### config.mk
export PLATFORM = sky130hd
export DESIGN_NAME = spdg_ctrl
export DESIGN_NICKNAME = d
export VERILOG_FILES = /design/src/rtl/spdg_pkg.sv /design/src/rtl/spdg_ctrl.sv
export SDC_FILE = /design/constraint.sdc
export NUM_CORES = 1
export LEC_CHECK = 0
export ABC_CLOCK_PERIOD_IN_PS = 2370
export BUFFER_PORTS_ARGS = -buffer_cell sky130_fd_sc_hd__buf_2
export CORE_MARGIN = 2
export CORE_UTILIZATION = 40
export DETAILED_ROUTE_END_ITERATION = 7
export GPL_TIMING_DRIVEN = 0
export PLACE_DENSITY = 0.66
export SLEW_MARGIN = 20
export SYNTH_ARGS = -nofsm -noshare
export SYNTH_HDL_FRONTEND = slang
export SYNTH_SLANG_ARGS = --single-unit
### constraint.sdc
create_clock -name clk -period 2.37 [get_ports clk]
set_input_delay 0.1185 -clock clk [delete_from_list [all_inputs] [get_ports clk]]
set_output_delay 0.1185 -clock clk [all_outputs]
set_load 0.05 [all_outputs]
### src/rtl/spdg_pkg.sv
`timescale 1ns / 1ps
package spdg_pkg;

	localparam int MaxV = 16;
	localparam int VW   = $clog2(MaxV);
	localparam int CW   = 5;
	localparam int LW   = 31;
	localparam int DW   = 36;
	localparam int AW   = 2 * VW;
	localparam int SW   = 2;

	localparam logic [DW-1:0] IntMax = DW'(36'h07FFFFFFF);
	localparam logic [DW-1:0] IntLim = DW'(36'h080000000);

	typedef enum logic [1:0] {
		FUNC_ADD   = 2'd0,
		FUNC_RUN   = 2'd1,
		FUNC_CLEAR = 2'd2,
		FUNC_NONE  = 2'd3
	} func_t;

	localparam logic [1:0] KIND_DIST   = 2'd0;
	localparam logic [1:0] KIND_PATH   = 2'd1;
	localparam logic [1:0] KIND_STATUS = 2'd2;

	localparam logic [1:0] ST_OK     = 2'd0;
	localparam logic [1:0] ST_NOPATH = 2'd1;
	localparam logic [1:0] ST_OVF    = 2'd2;
	localparam logic [1:0] ST_BAD    = 2'd3;

	typedef enum logic [1:0] {
		MODE_SEL   = 2'd0,
		MODE_RELAX = 2'd1,
		MODE_WIDE  = 2'd2,
		MODE_PRED  = 2'd3
	} mode_t;

	typedef struct packed {
		logic [1:0]    func;
		logic [CW-1:0] vertex_a;
		logic [CW-1:0] vertex_b;
		logic [LW-1:0] edge_length;
	} item_t;

	typedef struct packed {
		logic [1:0]    kind;
		logic [CW-1:0] vertex_number;
		logic [DW-1:0] distance;
		logic          reachable;
		logic          above_int_max;
		logic [1:0]    status;
		logic          last;
	} result_t;

	typedef struct packed {
		logic       capture;
		logic       clear;
		logic       add_fwd;
		logic       add_rev;
		logic       run_init;
		logic       scan_start;
		mode_t      mode;
		logic       sel_commit;
		logic       settle;
		logic       dout_clr;
		logic       dout_adv;
		logic       load_fin;
		logic       pred_commit;
		logic       out_load;
		logic [1:0] out_kind;
		logic [1:0] out_status;
	} cmd_t;

	typedef struct packed {
		logic bad;
		logic scan_done;
		logic found;
		logic fin_known;
		logic ovf;
		logic path_end;
		logic dout_last;
		logic out_free;
	} sts_t;

endpackage

### src/rtl/spdg_ctrl.sv
`timescale 1ns / 1ps
module spdg_ctrl import spdg_pkg::*; (
	input  logic       clk,
	input  logic       arst_n,
	input  logic       item_valid,
	input  logic [1:0] item_func,
	input  sts_t       sts,
	output logic       item_stall,
	output cmd_t       cmd
);

	typedef enum logic [12:0] {
		S_IDLE  = 13'b0000000000001,
		S_ADD1  = 13'b0000000000010,
		S_ADD2  = 13'b0000000000100,
		S_INIT  = 13'b0000000001000,
		S_SEL   = 13'b0000000010000,
		S_RELAX = 13'b0000000100000,
		S_DOUT  = 13'b0000001000000,
		S_DEND  = 13'b0000010000000,
		S_WIDE  = 13'b0000100000000,
		S_PEMIT = 13'b0001000000000,
		S_PCHK  = 13'b0010000000000,
		S_PRED  = 13'b0100000000000,
		S_STAT  = 13'b1000000000000
	} state_t;

	state_t     state_q, state_d;
	logic [1:0] st_q, st_d;
	logic       accept;

	assign item_stall = (state_q != S_IDLE);
	assign accept     = item_valid && !item_stall;

	always_comb begin
		state_d = state_q;
		st_d    = st_q;
		cmd     = '0;
		cmd.mode = MODE_SEL;
		unique case (state_q)
			S_IDLE: begin
				if (accept) begin
					cmd.capture = 1'b1;
					unique case (func_t'(item_func))
						FUNC_ADD: begin
							if (sts.bad) begin
								st_d    = ST_BAD;
								state_d = S_STAT;
							end else begin
								state_d = S_ADD1;
							end
						end
						FUNC_RUN: begin
							if (sts.bad) begin
								st_d    = ST_BAD;
								state_d = S_STAT;
							end else begin
								state_d = S_INIT;
							end
						end
						FUNC_CLEAR: cmd.clear = 1'b1;
						FUNC_NONE: ;
					endcase
				end
			end
			S_ADD1: begin
				cmd.add_fwd = 1'b1;
				state_d     = S_ADD2;
			end
			S_ADD2: begin
				cmd.add_rev = 1'b1;
				state_d     = S_IDLE;
			end
			S_INIT: begin
				cmd.run_init   = 1'b1;
				cmd.scan_start = 1'b1;
				cmd.mode       = MODE_SEL;
				state_d        = S_SEL;
			end
			S_SEL: begin
				if (sts.scan_done) begin
					if (sts.found) begin
						cmd.sel_commit = 1'b1;
						cmd.scan_start = 1'b1;
						cmd.mode       = MODE_RELAX;
						state_d        = S_RELAX;
					end else begin
						cmd.dout_clr = 1'b1;
						state_d      = S_DOUT;
					end
				end
			end
			S_RELAX: begin
				if (sts.scan_done) begin
					cmd.settle     = 1'b1;
					cmd.scan_start = 1'b1;
					cmd.mode       = MODE_SEL;
					state_d        = S_SEL;
				end
			end
			S_DOUT: begin
				if (sts.out_free) begin
					cmd.out_load = 1'b1;
					cmd.out_kind = KIND_DIST;
					if (sts.dout_last) begin
						state_d = S_DEND;
					end else begin
						cmd.dout_adv = 1'b1;
					end
				end
			end
			S_DEND: begin
				if (!sts.fin_known) begin
					st_d    = ST_NOPATH;
					state_d = S_STAT;
				end else begin
					cmd.load_fin   = 1'b1;
					cmd.scan_start = 1'b1;
					cmd.mode       = MODE_WIDE;
					state_d        = S_WIDE;
				end
			end
			S_WIDE: begin
				if (sts.scan_done) begin
					if (sts.ovf) begin
						st_d    = ST_OVF;
						state_d = S_STAT;
					end else begin
						state_d = S_PEMIT;
					end
				end
			end
			S_PEMIT: begin
				if (sts.out_free) begin
					cmd.out_load = 1'b1;
					cmd.out_kind = KIND_PATH;
					state_d      = S_PCHK;
				end
			end
			S_PCHK: begin
				if (sts.path_end) begin
					st_d    = ST_OK;
					state_d = S_STAT;
				end else begin
					cmd.scan_start = 1'b1;
					cmd.mode       = MODE_PRED;
					state_d        = S_PRED;
				end
			end
			S_PRED: begin
				if (sts.scan_done) begin
					if (sts.found) begin
						cmd.pred_commit = 1'b1;
						state_d         = S_PEMIT;
					end else begin
						st_d    = ST_OK;
						state_d = S_STAT;
					end
				end
			end
			S_STAT: begin
				if (sts.out_free) begin
					cmd.out_load   = 1'b1;
					cmd.out_kind   = KIND_STATUS;
					cmd.out_status = st_q;
					state_d        = S_IDLE;
				end
			end
			default: state_d = S_IDLE;
		endcase
	end

	always_ff @(posedge clk or negedge arst_n) begin
		if (!arst_n) begin
			state_q <= S_IDLE;
			st_q    <= ST_OK;
		end else begin
			state_q <= state_d;
			st_q    <= st_d;
		end
	end

endmodule

Yosys cells after proc, flatten, opt, wreduce, memory -nomap -nowiden:

Cells that the tools add are included.

* $add $sub $neg: 0
* multiply operators: 0
* divide/modulo/power cells: 0
* magnitude comparators: 0
* equal/unequal tests: 32
* shift operators: 0
* mux-type cells: 59
* bitwise operators: 0
* reductions and logical operators: 7

Operators by type and width (number)
* 13-bit 2-to-1 mux: 15
* 13-bit case mux with 12 select lines: 1
* 2-bit inequality test (second input constant): 15
* 13-bit case mux with 2 select lines: 1
* 2-bit 2-to-1 mux: 12
* 10-bit AND reduction: 2
* 1-bit 2-to-1 mux: 18
* 3-bit 2-to-1 mux: 5
* 3-bit case mux with 5 select lines: 1
* 13-bit by 1-bit == test with 1-bit output (second input constant): 1
* 13-bit by 10-bit == test with 1-bit output (second input constant): 1
* 13-bit by 11-bit == test with 1-bit output (second input constant): 1
* 13-bit by 12-bit == test with 1-bit output (second input constant): 1
* 13-bit == test (second input constant): 1
* 13-bit by 2-bit == test with 1-bit output (second input constant): 1
* 13-bit by 3-bit == test with 1-bit output (second input constant): 1
* 13-bit by 4-bit == test with 1-bit output (second input constant): 1
* 13-bit by 5-bit == test with 1-bit output (second input constant): 1
* 13-bit by 6-bit == test with 1-bit output (second input constant): 1
* 13-bit by 7-bit == test with 1-bit output (second input constant): 1
* 13-bit by 8-bit == test with 1-bit output (second input constant): 1
* 13-bit by 9-bit == test with 1-bit output (second input constant): 1
* 13-bit by 1-bit inequality test with 1-bit output (second input constant): 1
* 2-bit case mux with 5 select lines: 1
* 12 further kinds: 13

* flip-flop bits (word level): 15
* latch bits: 0
* bits in writable memories: 0
* ROM bits: 0
* input port bits: 13
* logic and storage cells: 100
* memories kept: 0

Longest topological paths before layout:

Gate-level depths: netlist of run 1.

* depth after elaboration: 5
* mapped depth: 7
* depth with buffers taken out: 5

Worst setup path after synthesis of run 1:

No wires, ideal clock.

* kind: reg-to-output
* start point: register state_q[6]
* end point: output port cmd[0] in the netlist's numbering
* arrival: 2.802 ns
* data required time: 2.251 ns
* slack: -0.551 ns
* stages on the path, launching flop included: 6
* path buffers: 1
* cells stage by stage: dfrtp_1 -> or4_1 -> buf_2 -> or4_1 -> nor2_1 -> and2_1

RTL lines
* from (decl): line spdg_ctrl.sv:28 `state_t state_q, state_d;`
* from (signal assigned): line spdg_ctrl.sv:178 `state_q <= state_d;`
* to (decl): line spdg_ctrl.sv:9 `output cmd_t cmd`

==> implementation parameters, run 1 <==
Parameter                              Value

Synth
  Cells taking the most area after synthesis    dfrtp_1 29%, nor2_1 5.2%, nor3_1 4.5%
  Sequential-to-total area share from yosys stat    30.8%
  Syn_nets    around 160
  Flip-flop and latch count after synthesis    15
  Share of the synthesized area in the top cell type    between 20 and 30%
  Warning count from the yosys run    0
  Number of unique standard cell types used by synthesis    48
  Count of flip-flops with a built-in enable after synthesis    0
  Ranking of synthesized cells by instance count    17 x nor2_1, 14 x dfrtp_1, 11 x nor3_1
  Netlist area before placement    1220 µm²
  Area leader, netlist    dfrtp_1
  Count of mapped cells out of synthesis    ~150
  Synthesized area per cell    a little over 8 µm²
  Dominant cell by count in the synthesized netlist    nor2_1
  Dominant register cell in the synthesized netlist    dfrtp_1
  Share of synthesized registers carrying an async set or reset    between 90% and 100%

Global route
  Maximum number of pins on one net before global-route repair    16
  Met1 track demand over resource in global routing    between 20% and 30%
  Wire length of the first global-routing pass    5830 µm
  Antenna violations before repair    0
  Met2 Track Usage GR    between 30% and 40%
  Residual overflow from global routing    0
  Met3 Use GR    2.84%
  GRT Total Usage    22.0%
  Global route hottest layer    met2
  Number of global-route vias before repair    around 1.3k

STA
  Unrepaired setup endpoints after global routing    yes
  Post-route fraction of the period consumed by the critical path    105%
  Hold Violations, Final    0
  Worst setup margin    -0.124 ns
  Slew at the pin with the worst max-slew slack    roughly 0.58 ns
  Count of endpoints failing setup in the final report    9
  Clock tree skew after final layout    slightly below 0.002 ns
  Post-route minimum period    2.49 ns
  Fin. max-slew vios    0
  Setup TNS after final layout    -0.651 ns
  Relative max-transition margin    61.0%
  Maximum operating frequency    approximately 400 MHz

Pwr
  Leakage power    between 0.9 and 1 nW
  Maximum resistive drop on vdd    0.000412 V
  Total design power    1.24 mW
  Pwr/cell area    ~640 nW/µm²

Floorplan
  Die area    between 3000 and 4000 µm²
  Core Region    2980 µm²
  Ports    33
  Initial core utilization    41.0%
  Chip Height    approximately 59 µm
  Width of the die    a little under 60 µm
  # rows    20

Clock tree
  TritonCTS buffer count    3
  Clock edge transition at the registers on the reported setup and hold paths    approximately 0.10 ns
  # clock sinks    15
  Largest buffer count on any clock path    2
  H-tree Lvls    1
  TritonCTS clock tree    yes
  Clock root cell    clkbuf_4
  Insertion delay of the later-clocked pin in the worst-skew pair    0.30 ns

Setup path
  Nature of the critical path startpoint    register
  Sum of buffers and inverters on the critical path    2
  Launch instance of the worst register-to-register path    state_q[11]$_DFFE_PN0P_
  Peak per-stage delay on the critical path    0.58 ns
  Endpoint of the worst-slack reg-to-reg timing path    st_q[0]$_DFFE_PN0P_
  Series of cell instances along the critical path    or4_4 > buf_8 > or4_4 > nor2_4 > and2_4 > buf_8
  Nature of the critical path endpoint    output pin
  Worst path slowest cell    or4_4
  Kind of cell adding the most delay to the critical path    simple AND/OR/NAND/NOR gates
  Critical path fanouts, max    6
  Worst Setup Path Type    register to output pin
  Depth of the worst register-to-register path    8
  Critical path arrival    between 2 and 2.5 ns
  Reg2reg setup slack    -0.10 ns
  Required time of the critical path    2.25 ns
  Worst setup path startpoint    state_q[11]$_DFFE_PN0P_

Detailed routing
  DRT Wirelength    4050 µm
  Post-detailed-route wirelength per cell    16.8 µm
  Remaining design rule violation count    0
  Post-DR vias/cell    roughly 6
  Routed via count    about 1.4k
  Initial detailed-routing violation count    58
  Remaining antenna violation count after routing    0
  Drt pass-1 iters    7

Placement
  Final RePlAce weighted congestion    around 0.89
  Worst slack at placement    -0.509 ns
  Placed wire-length estimate after detailed placement    about 2500 µm
  Count of placed standard cells including taps    roughly 220
  Buffers added on ports    32

Finish
  Antenna Diode Count    0
  # nets final    about 220
  Proportion of layout cells with a drive suffix above 1    between 50% and 60%
  Final cell count without fillers    between 200 and 250
  Post-layout utilization of the core    64.5%
  Area growth, synth to finish    57.2%

Min path
  Destination of the worst hold path    state_q[3]$_DFFE_PN0P_
  Number of stages on the worst hold path    4
  Hold Path Class    input port to register
  Startpoint of the lowest-slack hold path    sts[7]

Job
  Max-cap viol count    0

Status
  Outcome    complete, but fails checks
  Violated checks    setup timing
routing by layer:
layer	part of all wire, %	vias to the layer above
met3	7.6	9
li1	-	673
met2	51	58
met4	1.3	0
met5	0	-
met1	41	671
layout by cell type, fill, tap and decap left out, types with 5 or more instances in the layout:
cell,count
inv_1,7
buf_2,19
nor3_1,6
nor2_1,12
buf_4,22
buf_6,10
nand2_1,9
o21ai_0,5
dfrtp_1,10
report_power, final:
part | leakage (nW) | internal [mW] | switching (mW)
Combinational | 0.737 | 0.307 | 0.445
Clock | 0.0150 | 0.0658 | 0.0944
Sequential | 0.188 | 0.281 | 0.0430
Total | 0.940 | 0.654 | 0.583
sequential cells by signal (all words and copies together) (netlist names):
register	count
st_q	2
state_q	13
cell type report:
class	instances	area [µm²]
multi-input combinational	118	956
tap	33	41.3
clock buffer	4	26.3
buffer	9	65.1
fill	249	1060
timing repair buffer	55	423
sequential	15	382
inverter	7	26.3
metrics by stage:
step	hold WS, ns	cell area [µm²]
5_1_grt	0.125	1920
4_1_cts	0.120	1630
6_report	0.102	1920
2_1_floorplan	-0.177	1240
3_5_place_dp	0.0491	1440
3_3_place_gp	0.0462	1440
timing repair:
item                                    4_1_cts  5_1_grt
hold endpoints to repair                     15        0
endpoints found under the setup margin       22       19
buffers inserted                              5       16
gates resized for setup                      31       56
hold buffers                                  2        0
pin swaps                                     1       11
worst max-delay path by stage:
stage	to	slack [ns]	cells after the start
detailed placement	st_q[0]$_DFFE_PN0P_	-0.51	4
finish	cmd[0]	-0.12	6
CTS	cmd[0]	-0.07	6
global placement	st_q[0]$_DFFE_PN0P_	-0.44	4
floorplan	cmd[0]	-0.33	5
global route	st_q[0]$_DFFE_PN0P_	-0.18	8
kinds of logic (layout without fill, tap and decap cells):
group	count (synthesis)	after routing	share of synthesized area, %
and+or+nand+nor	83	83	40.4
DFF	15	15	30.8
muxes	4	4	3.48
xor gates and xnor gates	4	4	2.87
AOI/OAI and AO/OA	27	27	15.9
buffers and inverters	18	75	6.56
worst min-delay path, cell delays in order:
cell     delay (ns)
buf_2          0.09
nor2_1         0.04
nand3_1        0.09
nor2_1         0.05
Note: power is estimated with default switching activity, not from simulation.
==> run 2, diff against run 1 <==
--- a/config.mk
+++ b/config.mk
@@ -11,6 +11,7 @@
 export CORE_UTILIZATION = 40
 export DETAILED_ROUTE_END_ITERATION = 7
 export GPL_TIMING_DRIVEN = 0
+export HOLD_SLACK_MARGIN = 0.15
 export PLACE_DENSITY = 0.66
 export SLEW_MARGIN = 20
 export SYNTH_ARGS = -nofsm -noshare
==> run 2 against run 1 <==
  * The flow still finishes with violations (setup timing)
  * Worst setup slack improved by 0.0020 ns
  * Routed wire length increased by 0.37%
  * Design area increased by 1.6%
  * First-iteration DRC count increased by 3.4%
  * Sequential power about the same
  * Non-clock buffer count increased by 3
  * Clock power about the same
  * Largest power group unchanged
==> implementation parameters, run 2 (same netlist as run 1, synthesis figures left out) <==
Parameter                              Value

Status
  Outcome    complete, but fails checks
  Violated checks    setup timing

Placement
  Area after DPL    approximately 1400 µm²
  Worst slack at placement    -0.509 ns
  Placed wire-length estimate after detailed placement    2550 µm
  Final RePlAce weighted congestion    just under 0.9
  Count of placed standard cells including taps    roughly 220
  Buffers added on ports    32

STA
  Count of endpoints failing setup in the final report    9
  Unrepaired setup endpoints after global routing    yes
  Slew at the pin with the worst max-slew slack    slightly below 0.6 ns
  Post-route minimum period    between 2 and 2.5 ns
  Post-route fraction of the period consumed by the critical path    105%
  Relative max-transition margin    approximately three fifths
  Clock tree skew after final layout    0.00415 ns
  Maximum operating frequency    401 MHz
  Worst setup margin    -0.122 ns
  Hold Violations, Final    0
  Fin. max-slew vios    0

Global route
  Residual overflow from global routing    0
  Number of global-route vias before repair    ~1.3k
  Antenna violations before repair    0
  GRT Total Usage    between 20 and 25%
  Maximum number of pins on one net before global-route repair    16
  Wire length of the first global-routing pass    5840 µm

Finish
  # nets final    225
  Antenna Diode Count    0
  Leading cell type in the layout, fill and taps excluded    buf_4
  Post-layout instance area    just under 2000 µm²
  Flip-flop and latch area    about 380 µm²
  Final cell count without fillers    244
  Top flop regs    state_q x13, st_q x2
  Area taken by multi-input logic gates    roughly 960 µm²
  Most flops, register    state_q
  Number of filler cells placed in the layout    between 200 and 250
  Area growth, synth to finish    59.6%
  Max FFs per register    13
  Post-layout utilization of the core    between 60% and 70%
  Proportion of layout cells with a drive suffix above 1    between 50% and 60%
  Most frequent cells in the layout    22 x buf_4, 19 x buf_2, 12 x nor2_1, 10 x buf_6, 10 x dfrtp_1

Clock tree
  H-tree Lvls    1
  Insertion delay of the later-clocked pin in the worst-skew pair    0.30 ns
  # clock sinks    15
  TritonCTS buffer count    3
  Largest buffer count on any clock path    2
  Clock root cell    clkbuf_4
  TritonCTS clock tree    yes
  Clock edge transition at the registers on the reported setup and hold paths    around 0.10 ns

Detailed routing
  Remaining antenna violation count after routing    0
  Routed wl met2    2060 µm
  DRT Wirelength    4060 µm
  Metal1 wirelength    around 1700 µm
  Post-DR vias/cell    5.77
  Top layer reached by signal wires    met4
  Initial detailed-routing violation count    60
  Post-detailed-route wirelength per cell    16.7 µm
  Remaining design rule violation count    0
  Routed via count    1409
  Met3 routed wirelength    approximately 250 µm
  Drt pass-1 iters    4

Pwr
  Share of total power in combinational logic    ~61%
  Total internal power    0.657 mW
  Sequential fraction of design power    26.3%
  Share of total power consumed by net switching    46.8%
  P_sw    between 0.5 and 0.6 mW
  Clk pwr share    between 10% and 20%
  Leakage power    0.955 nW
  Pwr/cell area    634 nW/µm²
  Maximum resistive drop on vdd    roughly 0.00041 V

Floorplan
  # rows    20
  Width of the die    59.3 µm
  Initial core utilization    between 40% and 50%
  Ports    33
  Chip Height    approximately 59 µm
  Die area    approximately 3500 µm²
  Core Region    approximately 3000 µm²

Setup path
  Sum of buffers and inverters on the critical path    2
  Critical path fanouts, max    6
  Worst Setup Path Type    register to output pin
  Nature of the critical path startpoint    register
  Launch instance of the worst register-to-register path    state_q[11]$_DFFE_PN0P_
  Nature of the critical path endpoint    output pin
  Required time of the critical path    2.25 ns
  Worst setup path startpoint    state_q[11]$_DFFE_PN0P_
  Peak per-stage delay on the critical path    0.58 ns
  Kind of cell adding the most delay to the critical path    simple AND/OR/NAND/NOR gates
  Series of cell instances along the critical path    or4_4 > buf_8 > or4_4 > nor2_4 > and2_4 > buf_8
  Worst path slowest cell    or4_4
  Critical path arrival    2.37 ns

Min path
  Hold Path Class    input port to register
  Startpoint of the lowest-slack hold path    item_valid

Job
  Max-cap viol count    0
## run 2: cell type report
cell class                      instances  area share [%]
Timing Repair Buffer                   58            23.2
Tap cell                               33            2.12
Inverter                                7            1.35
Sequential cell                        15            19.6
Multi-Input combinational cell        118            49.0
Clock buffer                            4            1.35
Buffer                                  9            3.34
## run 2: final timing paths
path	cells after the start	endpoint	slack, ns
setup / recovery	6	cmd[0]	-0.12
hold / removal	4	state_q[0]$_DFFE_PN1P_	0.18
setup reg to reg	8	st_q[0]$_DFFE_PN0P_	-0.08
hold reg to reg	1	st_q[0]$_DFFE_PN0P_	0.54
max in group asynchronous	2	state_q[0]$_DFFE_PN1P_	1.81
min in group asynchronous	2	state_q[2]$_DFFE_PN0P_	0.26
## run 2: power groups by stage
stage / Clock [mW] / Combinational (mW) / Sequential (mW)
floorplan: 0 / 0.420 / 0.310
global placement: 0 / 0.537 / 0.315
detailed placement: 0 / 0.544 / 0.316
CTS: 0.153 / 0.629 / 0.314
global route: 0.174 / 0.804 / 0.329
finish: 0.158 / 0.753 / 0.325
## run 2: metrics by stage
| stage | power, mW | hold WS, ns | TNS (ns) |
|---|---|---|---|
| after floorplan | 0.729 | -0.177 | -0.473 |
| after global placement | 0.852 | 0.0462 | -1.01 |
| after detailed placement | 0.860 | 0.0491 | -1.31 |
| after CTS | 1.10 | 0.190 | -0.351 |
| after global routing | 1.31 | 0.202 | -1.48 |
| final | 1.24 | 0.178 | -0.581 |
## run 2: what timing repair did
item / 4_1_cts / 5_1_grt
hold buffers: 5 / 0
endpoints found under the setup margin: 22 / 19
endpoints found under the hold margin: 18 / 0
pin swaps: 1 / 11
buffers inserted: 5 / 16
gates resized for setup: 31 / 56
## run 2: layer usage
metal	global-route usage, %	up-vias
met5	0	-
met4	7.47	0
met3	2.84	4
met2	35.8	54
met1	30.2	669
li1	-	682
## run 2: worst reg2reg max path, cell delays in order, from the launching register on
cell and delay (ns):
dfrtp_1 0.40, or4_4 0.54, buf_8 0.16, buf_8 0.13
nor3b_4 0.20, o21ai_2 0.10, a222oi_1 0.33, buf_4 0.19
mux2_4 0.30
